--- src/bli2d_pkg.sv ---
package bli2d_pkg;

    localparam int MAX_X_POINTS = 32;
    localparam int MAX_Y_POINTS = 32;
    localparam int GRID_DEPTH = MAX_X_POINTS * MAX_Y_POINTS;
    localparam int XA_W = $clog2(MAX_X_POINTS);
    localparam int YA_W = $clog2(MAX_Y_POINTS);
    localparam int GA_W = $clog2(GRID_DEPTH);
    localparam int CNT_W = 6;
    localparam int VAL_W = 32;
    localparam int TW = VAL_W + 1;
    localparam int LW = 104;
    localparam int MUL_STEPS = TW;
    localparam int STEP_W = $clog2(LW);

    typedef enum logic [1:0] {
        CMD_WR_X = 2'd0,
        CMD_WR_Y = 2'd1,
        CMD_WR_GRID = 2'd2,
        CMD_EVAL = 2'd3
    } t_cmd;

    typedef enum logic [2:0] {
        SOP_NONE,
        SOP_INIT,
        SOP_CMP1,
        SOP_CMPN,
        SOP_RDK,
        SOP_CMPK
    } t_sop;

    typedef enum logic [1:0] {
        LSEL_ROW0,
        LSEL_ROW1,
        LSEL_COL
    } t_lsel;

    typedef enum logic [3:0] {
        ST_IDLE,
        ST_SINIT,
        ST_SCMP1,
        ST_SCMPN,
        ST_SLOOP,
        ST_SCMPK,
        ST_FETCH,
        ST_L0,
        ST_W0,
        ST_L1,
        ST_W1,
        ST_L2,
        ST_W2,
        ST_OUT
    } t_state;

    typedef enum logic [1:0] {
        LS_IDLE,
        LS_MUL,
        LS_DIV,
        LS_FIN
    } t_lstate;

    typedef struct packed {
        logic [1:0] cmd;
        logic [9:0] index;
        logic signed [31:0] write_value;
        logic signed [31:0] query_x;
        logic signed [31:0] query_y;
    } t_in;

    typedef struct packed {
        logic signed [31:0] result;
        logic saturated;
        logic bad_interval;
    } t_out;

    typedef struct packed {
        logic accept;
        logic sel_y;
        t_sop sop;
        logic fetch;
        logic [2:0] fcnt;
        logic lerp_start;
        t_lsel lerp_sel;
        logic out_load;
    } t_dp_cmd;

    typedef struct packed {
        logic srch_more;
        logic lerp_done;
        logic out_free;
    } t_dp_stat;

endpackage

--- src/bli2d_ctrl.sv ---
module bli2d_ctrl (
    input  logic                i_clk,
    input  logic                i_rst_n,
    input  logic                i_in_valid,
    input  logic [1:0]          i_in_cmd,
    output logic                o_in_ready,
    output bli2d_pkg::t_dp_cmd  o_cmd,
    input  bli2d_pkg::t_dp_stat i_stat
);
    import bli2d_pkg::*;

    t_state r_state, n_state;
    logic r_sel_y, n_sel_y;
    logic [2:0] r_fcnt, n_fcnt;

    always_ff @(posedge i_clk) begin
        if (!i_rst_n) begin
            r_state <= ST_IDLE;
            r_sel_y <= 1'b0;
            r_fcnt <= '0;
        end else begin
            r_state <= n_state;
            r_sel_y <= n_sel_y;
            r_fcnt <= n_fcnt;
        end
    end

    always_comb begin
        n_state = r_state;
        n_sel_y = r_sel_y;
        n_fcnt = r_fcnt;
        o_in_ready = 1'b0;
        o_cmd = '0;
        o_cmd.sop = SOP_NONE;
        o_cmd.lerp_sel = LSEL_ROW0;
        o_cmd.sel_y = r_sel_y;
        o_cmd.fcnt = r_fcnt;
        case (r_state)
            ST_IDLE: begin
                o_in_ready = 1'b1;
                o_cmd.accept = i_in_valid;
                if (i_in_valid && i_in_cmd == CMD_EVAL) begin
                    n_sel_y = 1'b0;
                    n_state = ST_SINIT;
                end
            end
            ST_SINIT: begin
                o_cmd.sop = SOP_INIT;
                n_state = ST_SCMP1;
            end
            ST_SCMP1: begin
                o_cmd.sop = SOP_CMP1;
                n_state = ST_SCMPN;
            end
            ST_SCMPN: begin
                o_cmd.sop = SOP_CMPN;
                n_state = ST_SLOOP;
            end
            ST_SLOOP: begin
                o_cmd.sop = SOP_RDK;
                if (i_stat.srch_more) begin
                    n_state = ST_SCMPK;
                end else if (!r_sel_y) begin
                    n_sel_y = 1'b1;
                    n_state = ST_SINIT;
                end else begin
                    n_fcnt = '0;
                    n_state = ST_FETCH;
                end
            end
            ST_SCMPK: begin
                o_cmd.sop = SOP_CMPK;
                n_state = ST_SLOOP;
            end
            ST_FETCH: begin
                o_cmd.fetch = 1'b1;
                if (r_fcnt == 3'd4) begin
                    n_state = ST_L0;
                end else begin
                    n_fcnt = r_fcnt + 1'b1;
                end
            end
            ST_L0: begin
                o_cmd.lerp_start = 1'b1;
                n_state = ST_W0;
            end
            ST_W0: begin
                if (i_stat.lerp_done) begin
                    n_state = ST_L1;
                end
            end
            ST_L1: begin
                o_cmd.lerp_sel = LSEL_ROW1;
                o_cmd.lerp_start = 1'b1;
                n_state = ST_W1;
            end
            ST_W1: begin
                o_cmd.lerp_sel = LSEL_ROW1;
                if (i_stat.lerp_done) begin
                    n_state = ST_L2;
                end
            end
            ST_L2: begin
                o_cmd.lerp_sel = LSEL_COL;
                o_cmd.lerp_start = 1'b1;
                n_state = ST_W2;
            end
            ST_W2: begin
                o_cmd.lerp_sel = LSEL_COL;
                if (i_stat.lerp_done) begin
                    n_state = ST_OUT;
                end
            end
            ST_OUT: begin
                if (i_stat.out_free) begin
                    o_cmd.out_load = 1'b1;
                    n_state = ST_IDLE;
                end
            end
            default: begin
                n_state = ST_IDLE;
            end
        endcase
    end

    a_eval_starts_search: assert property (@(posedge i_clk) disable iff (!i_rst_n)
        (o_in_ready && i_in_valid && i_in_cmd == CMD_EVAL) |=> r_state == ST_SINIT)
        else $error("evaluate transaction did not start the search");

    a_write_stays_idle: assert property (@(posedge i_clk) disable iff (!i_rst_n)
        (o_in_ready && i_in_valid && i_in_cmd != CMD_EVAL) |=> r_state == ST_IDLE)
        else $error("write transaction left the idle state");

    a_load_when_free: assert property (@(posedge i_clk) disable iff (!i_rst_n)
        o_cmd.out_load |-> i_stat.out_free)
        else $error("result loaded over a pending transaction");

    a_col_done_to_out: assert property (@(posedge i_clk) disable iff (!i_rst_n)
        (r_state == ST_W2 && i_stat.lerp_done) |=> r_state == ST_OUT)
        else $error("final interpolation did not lead to output");

endmodule

--- config.mk ---
export PLATFORM = sky130hd
export DESIGN_NAME = bli2d_ctrl
export DESIGN_NICKNAME = d
export VERILOG_FILES = /design/src/bli2d_pkg.sv /design/src/bli2d_ctrl.sv
export SDC_FILE = /design/constraint.sdc
export NUM_CORES = 1
export LEC_CHECK = 0
export ABC_AREA = 0
export CORE_AREA = 2 2 39 41
export DETAILED_ROUTE_END_ITERATION = 10
export DIE_AREA = 0 0 41 43
export DONT_BUFFER_PORTS = 1
export PLACE_DENSITY = 0.68
export SLEW_MARGIN = 20
export SYNTH_ARGS = -nofsm -noshare
export SYNTH_HDL_FRONTEND = slang
export SYNTH_SLANG_ARGS = --single-unit
export TNS_END_PERCENT = 1
--- constraint.sdc ---
create_clock -name i_clk -period 3.7 [get_ports i_clk]
set_input_delay 0.925 -clock i_clk [delete_from_list [all_inputs] [get_ports i_clk]]
set_output_delay 0.925 -clock i_clk [all_outputs]
set_load 0.005 [all_outputs]
==> After elaboration in Yosys (flattened, before gate mapping) <==
Cells that the tools add are included.
{ "word_totals": {"ff_bits": 8, "out_inout_bits": 14, "elab_cells": 63, "in_bits": 8} }
{ "classes": {"n_eq_ne": 24, "reduce_logical": 11, "n_addsub": 1, "mux": 24} }
{ "ops": {"columns": ["op", "count"], "rows": [
  ["4-bit one-hot mux with 13 select lines", 1],
  ["4-bit == test, second input constant", 6],
  ["4-bit two-way mux", 6],
  ["2-bit inequality test, second input constant", 9],
  ["4-bit by 3-bit == test with 1-bit output, second input constant", 4],
  ["3-bit two-way mux", 5],
  ["3-bit one-hot mux with 5 select lines", 1],
  ["4-bit by 2-bit == test with 1-bit output, second input constant", 2],
  ["1-bit two-way mux", 8],
  ["3-bit one-hot mux with 2 select lines", 1],
  ["6-bit AND reduction", 1],
  ["2-bit OR reduction", 3],
  ["4-bit by 1-bit == test with 1-bit output, second input constant", 1],
  ["4-bit logical NOT", 1],
  ["2-bit one-hot mux with 2 select lines", 1],
  ["4-bit AND reduction", 1],
  ["2-bit nonzero test", 2],
  ["3-bit by 1-bit adder with 3-bit output, second input constant", 1],
  ["3-bit == test, second input constant", 1],
  ["3-bit AND reduction", 1],
  ["3-bit OR reduction", 1],
  ["2-bit == test, second input constant", 1],
  ["1-bit one-hot mux with 2 select lines", 1],
  ["1-bit logical AND", 1]
]} }

==> Logic depth before layout (Yosys ltp) <==
{ "depth": {"ltp_word": 4, "depth_mapped": 6, "depth_no_buf": 6} }

==> Worst setup path after synthesis <==
OpenSTA, ideal clock, no wires.
{ "synth_timing": {"path_type": "register to output", "start": "register r_state[1]", "end": "output port o_cmd[3] (netlist bit)", "arrival_time_ns": 1.139, "stages_incl_launch_ff": 5, "setup_slack_ns": 1.636, "required_ns": 2.775, "n_path_buf": 1, "cell_sequence": "dfxtp_1 buf_4 inv_2 or3_1 a21boi_1"} }
{ "synth_lines": {"columns": ["element", "line", "source"], "rows": [
  ["from (decl)", "bli2d_ctrl.sv:12", "t_state r_state, n_state;"],
  ["from (signal assigned)", "bli2d_ctrl.sv:22", "r_state <= n_state;"],
  ["to (decl)", "bli2d_ctrl.sv:7", "output bli2d_pkg::t_dp_cmd o_cmd,"]
]} }

==> qor.yml <==
run_status:
  outcome: "finished, final reports clean"
power_and_ir_drop:
  power.leakage_nw: 0.243
  p_int_w: 0.000152
  clock_power_share_pct: 30.7
  seqPwrFrac_pct: 49.0
  switching_share_pct: 29.5
  power_density_mw_per_mm2: 335
  ir_drop_mv: 0.153
  combPwrFrac_pct: 20.4
  p_sw_w: 0.0000633
grt:
  grt_pass1_wl_microns: 1890
  overflow: 0
  grt_use_total_pct: 15.6
  grt_pass1_vias: 446
  antenna_found_initial: 0
  grt_start_max_net_pins: 19
yosys:
  synth_ff_type: "dfxtp_1"
  seq_area_frac_synth_pct: 24.1
  synth-seq-cells: 8
  synth_common_cells: "dfxtp_1, nand2_1, nor2_1"
  synthSimpleGateAreaFrac_pct: 34.3
  synth_top_family_by_area: "simple AND/OR/NAND/NOR gates"
  synth_fa_ha_area_share_pct: 3.77
  syn_nets: 92
  synthCells: 82
  synth.most_common_cell: "dfxtp_1"
  syn_area_per_cell_sq_um: 8.10
  ys_top_cells_by_area: "dfxtp_1, and3_1, a21boi_1"
  synth_edf_count: 0
  netlist_area_sq_um: 664
  ys_types: 37
  synth_top_cell_area_share_pct: 24.1
  synth_compound_area_share_pct: 19.8
  async_flop_share_pct: 0
  synth_top_cell_by_area: "dfxtp_1"
  synth-xor-area-share_pct: 3.95
  yosys_warnings: 0
  synth_mux_area_share_pct: 1.51
clock_tree:
  cts_setup_buffers: 0
  clockRootBuffer: "clkbuf_4"
  clk_latency_ns: 0.25
  cts-htree-levels: 1
  path_clk_slew_ns: 0.05
  clockBufferDepth: 2
  holdBufCountCts: 0
  numCtsBuffers: 3
  cts_tree: "done"
  clkSinkCount: 8
  cts_resized: 0
floorplanning:
  row_count: 14
  pin_count: 22
  fp.dieW_microns: 41
  core_area_sq_mm: 0.00138
  die_y_microns: 43
  dieArea_sq_mm: 0.00176
  initial_core_util_pct: 48.0
timing:
  fin_ws_ns: 1.23
  setup-violations-final: 0
  worst_pin_slew_ns: 0.562
  maxSlewHeadroom_pct: 62.5
  finalCritPeriodShare_pct: 66.7
  fmax_ghz: 0.405
  holdWs_ns: 0.581
  tns_ns: 0
  final_max_slew_viol_count: 0
  hold_violations: 0
  finalClockSkew_ns: 0.00173
  fin_crit_ns: 2.47
  rsz0062_at_grt: "false"
routing:
  route.detailed.drc: 0
  ant_nets: 0
  wl_microns: 1240
  routed-via-count: 535
  drt_iter0_drc: 14
  viasPerCell: 5.75
  drt_pre_antenna_iters: 4
  wl_per_cell_microns: 13.3
final_layout:
  drive_above_1_share_pct: 13.0
  n_antenna_cell: 0
  final_design_area_no_fill_sq_um: 642
  final_util_pct: 46.4
  area_growth_pct: -3.39
  nets: 89
worst_setup_path:
  path_max_fanout: 13
  crit_required_ns: 2.77
  setup.worst_path.class: "flip-flop to primary output"
  end_kind: "primary output"
  arrival_ns: 1.54
  startpoint_type: "flip-flop"
  r2r_setup_slack_ns: 2.04
place:
  gp_congestion: 0.787
  port_buffers: 0
  dp_slack_ns: 1.50
  dp_hpwl_microns: 922
  dpl-instance-area_sq_um: 619
min_path:
  hold_path.class: "flip-flop to flip-flop"
job:
  max_cap_viol_count: 0
stage by stage:
step                instances  power [W]
floorplan                  82   0.000149
global placement           90   0.000151
CTS                        93   0.000221
finish                     93   0.000215
global route               93   0.000229
detailed placement         90   0.000151
metal layers:
metal | track usage (%) | vias to the layer above | wire length (microns)
met3 | 2.62 | 2 | 64
met1 | 22.1 | 234 | 567
met5 | 0 | - | 0
met2 | 21.9 | 16 | 597
met4 | 8.00 | 0 | 6
li1 | - | 283 | -
worst max-delay path, cell delays in order, from the launching register on:
cell and delay (ns):
dfxtp_1 0.62, inv_2 0.11, or3_1 0.38, a21boi_1 0.18
area by class of cell:
class | instances | area, sq um
tap | 16 | 20.0
sequential | 8 | 160
clock buffer | 3 | 22.5
fill | 139 | 742
multi-input combinational | 61 | 420
inverter | 5 | 18.8
kinds of logic after synthesis:
group,count (synthesis)
and+or+nand+nor,36
AOI/OAI and AO/OA,19
buffers and inverters,13
muxes,1
DFF,8
adders and majority gates,2
xor gates and xnor gates,3
worst paths after layout:
| check | start | to | depth (start not counted) |
|---|---|---|---|
| setup / recovery | r_state[1] | o_cmd[3] | 3 |
| hold / removal | r_sel_y | r_sel_y | 2 |
| setup reg to reg | r_state[1] | r_fcnt[1] | 4 |
| hold reg to reg | r_sel_y | r_sel_y | 2 |
power by group through the flow:
stage	sequential [W]	combinational [W]	clock, W
after floorplan	0.0000945	0.0000549	0
after detailed placement	0.000107	0.0000443	0
after CTS	0.000105	0.0000445	0.0000715
final	0.000105	0.0000438	0.0000660
after global routing	0.000107	0.0000491	0.0000733
after global placement	0.000107	0.0000445	0
flip-flops by register name, indices dropped and copies added, names as in the netlist:
signal and cells:
r_sel_y 1, r_fcnt 3, r_state 4
cells in the final DEF (no fill, tap or decap), drive strengths merged, types with 3 or more instances in the layout:
cell | synthesis | routed
inv | 5 | 5
and3 | 5 | 5
nand2 | 7 | 7
nand3 | 4 | 4
clkbuf | 1 | 3
a21oi | 5 | 5
nor2 | 6 | 6
xnor2 | 3 | 3
a21boi | 4 | 4
dfxtp | 8 | 8
No activity file was read; power rests on OpenSTA's default activity.
